File: config.mk
export PLATFORM = sky130hd
export DESIGN_NAME = sd_spi_init_sequencer
export DESIGN_NICKNAME = d
export VERILOG_FILES = /design/src/design/sdsi_pkg.sv /design/src/design/sdsi_cfg_regs.sv /design/src/design/sdsi_core.sv /design/src/design/sd_spi_init_sequencer.sv
export SDC_FILE = /design/constraint.sdc
export NUM_CORES = 1
export LEC_CHECK = 0
export BUFFER_PORTS_ARGS = -buffer_cell sky130_fd_sc_hd__buf_2
export CORE_MARGIN = 2
export CORE_UTILIZATION = 54
export DETAILED_ROUTE_END_ITERATION = 8
export PLACE_DENSITY = 0.8
export SETUP_SLACK_MARGIN = 0.5
export SLEW_MARGIN = 10
export SYNTH_ARGS = -nofsm -noshare
export SYNTH_HDL_FRONTEND = slang
export SYNTH_SLANG_ARGS = --single-unit
File: constraint.sdc
create_clock -name aclk -period 4.15 [get_ports aclk]
set_input_delay 0.2075 -clock aclk [delete_from_list [all_inputs] [get_ports aclk]]
set_output_delay 0.2075 -clock aclk [all_outputs]
set_load 0.02 [all_outputs]
File: src/design/sdsi_pkg.sv
// Shared types, codes and command frame table for the SD SPI start-up sequencer.
// No dependencies; used by every module in design/.
package sdsi_pkg;

    // Configuration register indexes
    localparam logic [1:0] CFG_POLL_LIMIT  = 2'd0;
    localparam logic [1:0] CFG_RETRY_LIMIT = 2'd1;
    localparam logic [1:0] CFG_WAKE_BYTES  = 2'd2;

    // Register reset values
    localparam logic [7:0]  POLL_LIMIT_RST  = 8'd20;
    localparam logic [15:0] RETRY_LIMIT_RST = 16'd10000;
    localparam logic [7:0]  WAKE_BYTES_RST  = 8'd10;

    // Chip-select requests
    localparam logic [1:0] CS_NONE  = 2'd0;
    localparam logic [1:0] CS_CLEAR = 2'd1;
    localparam logic [1:0] CS_SET   = 2'd2;

    // Final status codes
    localparam logic [2:0] ST_OK         = 3'd0;
    localparam logic [2:0] ST_CMD0_FAIL  = 3'd1;
    localparam logic [2:0] ST_CMD8_FAIL  = 3'd2;
    localparam logic [2:0] ST_VOLT_FAIL  = 3'd3;
    localparam logic [2:0] ST_ACMD41_TMO = 3'd4;
    localparam logic [2:0] ST_CMD16_FAIL = 3'd5;

    // Input functions
    localparam logic FUNC_START = 1'b0;

    // Byte values
    localparam logic [7:0] IDLE_BYTE     = 8'hFF;
    localparam logic [7:0] R1_IN_IDLE    = 8'h01;
    localparam logic [7:0] R1_READY      = 8'h00;
    localparam logic [7:0] CHECK_PATTERN = 8'hAA;
    localparam logic [7:0] CMD_START     = 8'h40;

    // Last frame byte index (CRC); one past it starts polling
    localparam logic [2:0] FRAME_LAST = 3'd6;
    // Index of the R7 trailer byte that must hold the check pattern
    localparam logic [2:0] R7_LAST    = 3'd4;

    // Command slots
    typedef enum logic [2:0] {
        SLOT_CMD0,
        SLOT_CMD8,
        SLOT_CMD55,
        SLOT_ACMD41,
        SLOT_CMD16
    } slot_t;

    typedef struct packed {
        logic [7:0]  poll_limit;
        logic [15:0] retry_limit;
        logic [7:0]  wake_bytes;
    } cfg_t;

    typedef struct packed {
        logic [7:0] tx_byte;
        logic       tx_valid;
        logic [1:0] cs_request;
        logic       slow_clock;
        logic       done_res;
        logic [2:0] status;
    } res_t;

    // Byte idx of a command frame: 0xFF, cmd|0x40, arg MSB first, CRC
    function automatic logic [7:0] frame_byte(slot_t slot, logic [2:0] idx);
        logic [7:0]  code;
        logic [31:0] arg;
        logic [7:0]  crc;
        logic [7:0]  b;
        case (slot)
            SLOT_CMD0: begin
                code = 8'd0;  arg = 32'h0000_0000; crc = 8'h95;
            end
            SLOT_CMD8: begin
                code = 8'd8;  arg = 32'h0000_01AA; crc = 8'h87;
            end
            SLOT_CMD55: begin
                code = 8'd55; arg = 32'h0000_0000; crc = 8'h65;
            end
            SLOT_ACMD41: begin
                code = 8'd41; arg = 32'h4000_0000; crc = 8'h77;
            end
            default: begin
                code = 8'd16; arg = 32'd512;       crc = 8'h15;
            end
        endcase
        case (idx)
            3'd0:    b = IDLE_BYTE;
            3'd1:    b = code | CMD_START;
            3'd2:    b = arg[31:24];
            3'd3:    b = arg[23:16];
            3'd4:    b = arg[15:8];
            3'd5:    b = arg[7:0];
            default: b = crc;
        endcase
        return b;
    endfunction

endpackage

File: src/design/sdsi_cfg_regs.sv
// Configuration registers of the SD SPI start-up sequencer.
// Depends on sdsi_pkg (register indexes, reset values, cfg_t).
module sdsi_cfg_regs (
    input  logic                aclk,
    input  logic                aresetn,
    input  logic                cfg_we,
    input  logic [1:0]          cfg_index,
    input  logic [15:0]         cfg_wdata,
    output sdsi_pkg::cfg_t      cfg
);

    sdsi_pkg::cfg_t cfg_reg;

    // Register file; unknown indexes are dropped
    always_ff @(posedge aclk) begin
        if (!aresetn) begin
            cfg_reg.poll_limit  <= sdsi_pkg::POLL_LIMIT_RST;
            cfg_reg.retry_limit <= sdsi_pkg::RETRY_LIMIT_RST;
            cfg_reg.wake_bytes  <= sdsi_pkg::WAKE_BYTES_RST;
        end else if (cfg_we) begin
            case (cfg_index)
                sdsi_pkg::CFG_POLL_LIMIT:  cfg_reg.poll_limit  <= cfg_wdata[7:0];
                sdsi_pkg::CFG_RETRY_LIMIT: cfg_reg.retry_limit <= cfg_wdata;
                sdsi_pkg::CFG_WAKE_BYTES:  cfg_reg.wake_bytes  <= cfg_wdata[7:0];
                default: ;
            endcase
        end
    end

    assign cfg = cfg_reg;

endmodule

File: src/design/sdsi_core.sv
// Sequencer state and next-byte logic: one registered item in, one result out.
// Depends on sdsi_pkg (cfg_t, res_t, codes, frame_byte).
module sdsi_core (
    input  logic                aclk,
    input  logic                aresetn,
    input  logic                proc,      // item in the input register is consumed
    input  logic                func,
    input  logic [7:0]          rx_byte,
    input  sdsi_pkg::cfg_t      cfg,
    output sdsi_pkg::res_t      res
);

    typedef enum logic [3:0] {
        PH_IDLE, PH_WAKE,
        PH_C0F,  PH_C0P,
        PH_C8F,  PH_C8P,
        PH_R7,
        PH_C55F, PH_C55P,
        PH_A41F, PH_A41P,
        PH_C16F, PH_C16P
    } phase_t;

    phase_t      phase_reg, phase_next;
    logic [2:0]  frame_index_reg, frame_index_next;
    logic [7:0]  poll_count_reg, poll_count_next;
    logic [15:0] retry_count_reg, retry_count_next;
    logic [7:0]  wake_count_reg, wake_count_next;
    logic        clock_slow_reg, clock_slow_next;

    logic [2:0]  fidx_inc;
    logic [7:0]  poll_inc;
    logic [7:0]  wake_inc;
    logic [15:0] retry_inc;
    logic [7:0]  tx;
    logic        tv;
    logic [1:0]  cs;
    logic        dn;
    logic [2:0]  st;

    function automatic sdsi_pkg::slot_t slot_of(phase_t ph);
        sdsi_pkg::slot_t s;
        case (ph)
            PH_C0F, PH_C0P:   s = sdsi_pkg::SLOT_CMD0;
            PH_C8F, PH_C8P:   s = sdsi_pkg::SLOT_CMD8;
            PH_C55F, PH_C55P: s = sdsi_pkg::SLOT_CMD55;
            PH_A41F, PH_A41P: s = sdsi_pkg::SLOT_ACMD41;
            default:          s = sdsi_pkg::SLOT_CMD16;
        endcase
        return s;
    endfunction

    // Frame phase to its response poll phase
    function automatic phase_t poll_of(phase_t ph);
        phase_t p;
        case (ph)
            PH_C0F:  p = PH_C0P;
            PH_C8F:  p = PH_C8P;
            PH_C55F: p = PH_C55P;
            PH_A41F: p = PH_A41P;
            default: p = PH_C16P;
        endcase
        return p;
    endfunction

    assign fidx_inc  = frame_index_reg + 3'd1;
    assign poll_inc  = poll_count_reg + 8'd1;
    assign wake_inc  = wake_count_reg + 8'd1;
    assign retry_inc = retry_count_reg + 16'd1;

    // Next state and result for the current item
    always_comb begin
        phase_next       = phase_reg;
        frame_index_next = frame_index_reg;
        poll_count_next  = poll_count_reg;
        retry_count_next = retry_count_reg;
        wake_count_next  = wake_count_reg;
        clock_slow_next  = clock_slow_reg;
        tx = sdsi_pkg::IDLE_BYTE;
        tv = 1'b1;
        cs = sdsi_pkg::CS_NONE;
        dn = 1'b0;
        st = sdsi_pkg::ST_OK;

        if (func == sdsi_pkg::FUNC_START) begin
            // Start (or restart) a run
            frame_index_next = '0;
            poll_count_next  = '0;
            retry_count_next = '0;
            wake_count_next  = '0;
            clock_slow_next  = 1'b1;
            phase_next       = PH_WAKE;
            cs               = sdsi_pkg::CS_CLEAR;
        end else begin
            case (phase_reg)
                PH_WAKE: begin
                    wake_count_next = wake_inc;
                    if (wake_inc >= cfg.wake_bytes) begin
                        phase_next       = PH_C0F;
                        frame_index_next = '0;
                        cs               = sdsi_pkg::CS_SET;
                    end
                end
                PH_C0F, PH_C8F, PH_C55F, PH_A41F, PH_C16F: begin
                    frame_index_next = fidx_inc;
                    if (fidx_inc <= sdsi_pkg::FRAME_LAST) begin
                        tx = sdsi_pkg::frame_byte(slot_of(phase_reg), fidx_inc);
                    end else begin
                        phase_next      = poll_of(phase_reg);
                        poll_count_next = '0;
                    end
                end
                PH_C0P, PH_C8P, PH_C55P, PH_A41P, PH_C16P: begin
                    poll_count_next = poll_inc;
                    if (!(rx_byte[7] && (poll_inc < cfg.poll_limit))) begin
                        // Response settled: act on it
                        frame_index_next = '0;
                        case (phase_reg)
                            PH_C0P: begin
                                if (rx_byte != sdsi_pkg::R1_IN_IDLE) begin
                                    dn = 1'b1; st = sdsi_pkg::ST_CMD0_FAIL;
                                end else begin
                                    phase_next = PH_C8F;
                                end
                            end
                            PH_C8P: begin
                                if (rx_byte != sdsi_pkg::R1_IN_IDLE) begin
                                    dn = 1'b1; st = sdsi_pkg::ST_CMD8_FAIL;
                                end else begin
                                    phase_next = PH_R7;
                                end
                            end
                            PH_C55P: begin
                                phase_next = PH_A41F;
                            end
                            PH_A41P: begin
                                if (rx_byte != sdsi_pkg::R1_IN_IDLE) begin
                                    clock_slow_next = 1'b0;
                                    phase_next      = PH_C16F;
                                end else begin
                                    retry_count_next = retry_inc;
                                    if (retry_inc >= cfg.retry_limit) begin
                                        dn = 1'b1; st = sdsi_pkg::ST_ACMD41_TMO;
                                    end else begin
                                        phase_next = PH_C55F;
                                    end
                                end
                            end
                            default: begin
                                dn = 1'b1;
                                st = (rx_byte == sdsi_pkg::R1_READY) ?
                                     sdsi_pkg::ST_OK : sdsi_pkg::ST_CMD16_FAIL;
                            end
                        endcase
                        if (dn) begin
                            frame_index_next = frame_index_reg;
                        end
                    end
                end
                PH_R7: begin
                    frame_index_next = fidx_inc;
                    if (fidx_inc >= sdsi_pkg::R7_LAST) begin
                        if (rx_byte != sdsi_pkg::CHECK_PATTERN) begin
                            dn = 1'b1; st = sdsi_pkg::ST_VOLT_FAIL;
                        end else begin
                            retry_count_next = '0;
                            phase_next       = PH_C55F;
                            frame_index_next = '0;
                        end
                    end
                end
                default: begin
                    // Byte while idle
                    phase_next = PH_IDLE;
                    tv         = 1'b0;
                end
            endcase
        end

        // Run finished: no byte, chip select set only on success
        if (dn) begin
            phase_next = PH_IDLE;
            tv         = 1'b0;
            cs         = (st == sdsi_pkg::ST_OK) ? sdsi_pkg::CS_SET : sdsi_pkg::CS_NONE;
        end

        res.tx_byte    = tv ? tx : 8'd0;
        res.tx_valid   = tv;
        res.cs_request = cs;
        res.slow_clock = clock_slow_next;
        res.done_res   = dn;
        res.status     = dn ? st : sdsi_pkg::ST_OK;
    end

    // State registers
    always_ff @(posedge aclk) begin
        if (!aresetn) begin
            phase_reg       <= PH_IDLE;
            frame_index_reg <= '0;
            poll_count_reg  <= '0;
            retry_count_reg <= '0;
            wake_count_reg  <= '0;
            clock_slow_reg  <= 1'b0;
        end else if (proc) begin
            phase_reg       <= phase_next;
            frame_index_reg <= frame_index_next;
            poll_count_reg  <= poll_count_next;
            retry_count_reg <= retry_count_next;
            wake_count_reg  <= wake_count_next;
            clock_slow_reg  <= clock_slow_next;
        end
    end

    // A finished run always returns to idle
    a_done_idle: assert property (@(posedge aclk) disable iff (!aresetn)
        proc && res.done_res |=> phase_reg == PH_IDLE)
        else $error("run finished but sequencer not idle");

    // Slow clock is switched on only by a start item
    a_slow_on_start: assert property (@(posedge aclk) disable iff (!aresetn)
        proc && !clock_slow_reg && clock_slow_next |-> func == sdsi_pkg::FUNC_START)
        else $error("slow clock set outside a start");

    // A start always resets the run counters
    a_start_clear: assert property (@(posedge aclk) disable iff (!aresetn)
        proc && func == sdsi_pkg::FUNC_START |=>
        phase_reg == PH_WAKE && wake_count_reg == 8'd0 && retry_count_reg == 16'd0)
        else $error("start did not reset run state");

endmodule

File: src/design/sd_spi_init_sequencer.sv
// Top level of the SD card SPI-mode start-up sequencer: input and result registers.
// Depends on sdsi_pkg, sdsi_cfg_regs and sdsi_core.
//
//   Channel   Direction  Handshake          Payload
//   s_        in         s_valid/s_ready    s_func, s_rx_byte
//   m_        out        m_valid/m_ready    m_tx_byte, m_tx_valid, m_cs_request,
//                                           m_slow_clock, m_done_res, m_status
//   cfg_      in         cfg_we             cfg_index, cfg_wdata
//
// One item per cycle sustained while m_ready is high; each result passes through
// the input register, then the result register fed by the single-pass state logic.
// Reset (aresetn low, synchronous) empties both registers, restores register
// defaults and returns the sequencer to idle with the fast clock flag.
// A stalled result holds the result register; the input register still fills,
// so s_ready drops only when both registers are occupied and m_ready is low.
module sd_spi_init_sequencer (
    input  logic        aclk,
    input  logic        aresetn,
    input  logic        s_valid,
    output logic        s_ready,
    input  logic        s_func,
    input  logic [7:0]  s_rx_byte,
    output logic        m_valid,
    input  logic        m_ready,
    output logic [7:0]  m_tx_byte,
    output logic        m_tx_valid,
    output logic [1:0]  m_cs_request,
    output logic        m_slow_clock,
    output logic        m_done_res,
    output logic [2:0]  m_status,
    input  logic        cfg_we,
    input  logic [1:0]  cfg_index,
    input  logic [15:0] cfg_wdata
);

    sdsi_pkg::cfg_t cfg;
    sdsi_pkg::res_t res;

    logic       in_valid_reg;
    logic       in_func_reg;
    logic [7:0] in_rx_reg;
    logic       out_valid_reg;
    sdsi_pkg::res_t out_res_reg;
    logic       advance;

    sdsi_cfg_regs u_cfg (
        .aclk      (aclk),
        .aresetn   (aresetn),
        .cfg_we    (cfg_we),
        .cfg_index (cfg_index),
        .cfg_wdata (cfg_wdata),
        .cfg       (cfg)
    );

    sdsi_core u_core (
        .aclk    (aclk),
        .aresetn (aresetn),
        .proc    (advance),
        .func    (in_func_reg),
        .rx_byte (in_rx_reg),
        .cfg     (cfg),
        .res     (res)
    );

    // Move the held item into the result register when that register frees up
    assign advance = in_valid_reg && (!out_valid_reg || m_ready);
    assign s_ready = !in_valid_reg || advance;

    // Input register
    always_ff @(posedge aclk) begin
        if (!aresetn) begin
            in_valid_reg <= 1'b0;
        end else if (s_ready) begin
            in_valid_reg <= s_valid;
        end
    end

    always_ff @(posedge aclk) begin
        if (s_valid && s_ready) begin
            in_func_reg <= s_func;
            in_rx_reg   <= s_rx_byte;
        end
    end

    // Result register
    always_ff @(posedge aclk) begin
        if (!aresetn) begin
            out_valid_reg <= 1'b0;
        end else if (advance) begin
            out_valid_reg <= 1'b1;
        end else if (m_ready) begin
            out_valid_reg <= 1'b0;
        end
    end

    always_ff @(posedge aclk) begin
        if (advance) begin
            out_res_reg <= res;
        end
    end

    assign m_valid      = out_valid_reg;
    assign m_tx_byte    = out_res_reg.tx_byte;
    assign m_tx_valid   = out_res_reg.tx_valid;
    assign m_cs_request = out_res_reg.cs_request;
    assign m_slow_clock = out_res_reg.slow_clock;
    assign m_done_res   = out_res_reg.done_res;
    assign m_status     = out_res_reg.status;

    // A final status never comes with a byte to send
    a_done_no_tx: assert property (@(posedge aclk) disable iff (!aresetn)
        m_valid |-> !(m_done_res && m_tx_valid))
        else $error("done result carries a byte");

    // Status and byte are zero unless meaningful
    a_zero_fields: assert property (@(posedge aclk) disable iff (!aresetn)
        m_valid |-> (m_done_res || m_status == sdsi_pkg::ST_OK) &&
                    (m_tx_valid || m_tx_byte == 8'd0))
        else $error("unused result field not zero");

    // An unaccepted result stays in the result register
    a_hold_result: assert property (@(posedge aclk) disable iff (!aresetn)
        out_valid_reg && !m_ready |=> out_valid_reg && !$past(advance))
        else $error("result register overwritten under stall");

endmodule

==> flow_summary.ini <==
[status]
outcome = complete, no violations

[routing]
route.met3.wl_um = 460
wl_met2_mm = 6.37
drc_errors = 0
wire_per_inst_um = 15.1
vias = 4930
via_per_inst = 5.69
wirelength_mm = 13.1
wirelength_met1_mm = 6.04
firstDrtPassIters = 5
drt_iter0_drc = 301
route.top_layer_used = met4
ant_nets = 0

[logic_synthesis]
ys_types = 69
avgSynthCellArea_um2 = 8.64
synth_edf_count = 25
syn_nets = 738
yosysSeqAreaShare = 0.399
synth_warnings = 0
synth_area_um2 = 5750
synth_seq_cells = 102
yosysTopAreaCell = dfxtp_1
netlist.area_leader.share = 0.268
synthArstFlopShare = 0
postSynthCellCount = 665
synth_area_leaders = dfxtp_1 (27%), edfxtp_1 (13%), ha_1 (8.9%), nor2_1 (5.6%), a21oi_1 (5.4%)
yosys-top-cells-count = nor2_1 (85), dfxtp_1 (77), nand2_1 (68)
synth_ff_type = dfxtp_1
post-synth-top-count-cell = nor2_1

[floorplanning]
die_y_um = 107
die_x_um = 107
core_um2 = 10300
row_count = 37
die_area_um2 = 11500
initial_utilization = 0.557
io-pin-count = 50

[cts]
cts_num_sinks = 102
htreeDepth = 3
clockBufferDepth = 2
cts_tree = done
path_clk_slew_ps = 100
root_buffer = clkbuf_8
clk_latency_ps = 370
cts_buffers = 9

[sta]
fin_setup_tns_ps = 0
drv_slew = 0
fin_crit_sh = 0.895
fmax_mhz = 269
fin_worst_hold_slack_ps = 7.44
hold_viol_final = 0
setup_viol = 0
fin_skew_ps = 17.4
tightest_slew_ps = 1140
layout_min_cycle_time_ps = 3720
rsz0062_at_grt = true
slew_headroom = 0.240

[critical_path]
crit_required_ps = 4440
reg2regPathDepth = 18
crit_type = flip-flop to flip-flop
worstSetupEndpointType = flip-flop
cp.arrival_ps = 4010
rrSetupSlack_ps = 430
critPathMaxFanout = 6
r2r_start = u_core.retry_count_reg[3]
start_kind = flip-flop

[global_routing]
antenna_found_initial = 0
grt_overflow = 0
grt_first_pass_wirelength_mm = 21.6
grt_start_max_net_pins = 65
grt_pass1_vias = 4677
grt_usage = 0.233

[pwr]
p_per_area_nw_per_um2 = 274
p_leak_nw = 2.73
peakVddDrop_v = 0.000136

[hold_path]
hold_end = in_rx_reg[2]
hp-start = s_rx_byte[2]
hp-class = input pin to flip-flop
hold_depth = 1

[run]
maxCapViolCount = 0

[finish]
largest_reg_flops = 32
diodes = 0
area_growth_pct = 14.8
layout-drive-gt1-share = 0.179
fillers = 890
nNetsFinal = 799

[place]
gp_congestion = 0.927
portBuffers = 49
dp_hpwl_mm = 9.20
-- worst max-delay path, cell delays in order (launching register included) --
cell and delay [ps]:
dfxtp_2 350, and3_4 180, and3_4 230, nand3_4 90, nor2_4 130, nand4_1 130
buf_4 180, xnor2_1 120, ha_1 270, nand4_1 150, a311oi_2 250, a21oi_2 110
buf_4 160, o21ai_4 210, a32oi_4 100, buf_6 160, a32o_2 320, or3_1 350
o22ai_1 170
-- cell families (layout without fill, tap and decap cells) --
kind of cell | Yosys count | in the layout | share of synthesized area
buffers and inverters | 74 | 140 | 0.0572
DFF | 102 | 102 | 0.399
AOI/OAI and AO/OA | 160 | 160 | 0.184
xor gates and xnor gates | 30 | 30 | 0.0457
adders and majority gates | 41 | 41 | 0.0892
muxes | 10 | 10 | 0.0178
and+or+nand+nor | 248 | 248 | 0.207
-- final cells by class --
class / count / area, µm² / share of cell area
well taps: 136 / 170 / 0.0258
inverters: 48 / 183 / 0.0277
clock inverters: 5 / 33.8 / 0.00512
flip-flops and latches: 102 / 2300 / 0.348
repair buffers: 76 / 468 / 0.0709
clock buffers: 11 / 141 / 0.0214
multi-input cells: 489 / 3310 / 0.501
-- worst max path at each step --
stage,start,to,slack [ps]
final,u_core.retry_count_reg[3],flip-flop,430
after global routing,u_core.retry_count_reg[2],flip-flop,220
after CTS,u_core.retry_count_reg[3],flip-flop,350
after detailed placement,u_core.retry_count_reg[0],flip-flop,90
after global placement,u_core.retry_count_reg[0],flip-flop,290
after floorplan,u_core.retry_count_reg[2],flip-flop,510
-- placed cells by master (no fill, tap or decap), drive strengths merged, types with 9 or more instances in the layout --
cell type and count:
nor2 85, and3 9, nor3 14, a22oi 16, clkbuf 11, xnor2 15, o21ai 23, dfxtp 77
a21o 9, nand2 69, xor2 15, edfxtp 25, inv 50, nand3 20, ha 41, a21oi 62
buf 71
-- per-layer routing --
metal,vias to the layer above,GRT usage
li1,2471,-
met1,2311,0.308
met2,125,0.390
met3,23,0.0340
met4,0,0.0807
met5,-,0
-- report_power, final --
part	switching [mW]	internal [mW]	total (mW)
combinational	0.101	0.0605	0.162
sequential	0.0179	1.05	1.06
clock	0.345	0.236	0.581
total	0.465	1.34	1.81
-- stage by stage --
stage          cells  power (mW)   util  area [µm²]  worst slack [ps]
5_1_grt          867        1.88  0.639        6600               224
3_5_place_dp     829        1.23  0.590        6090              87.7
6_report         867        1.81  0.639        6600               434
4_1_cts          858        1.81  0.623        6430               349
3_3_place_gp     829        1.23  0.590        6090               291
2_1_floorplan    665        1.18      -        5790               509
-- what timing repair did --
item / CTS / global route
endpoints found under the setup margin: 12 / 13
gates resized for setup: 14 / 15
hold endpoints to repair: 2 / 3
pin swaps: 14 / 15
setup buffers: 11 / 6
hold buffers: 2 / 3
Note: power is estimated with default switching activity, not from simulation.
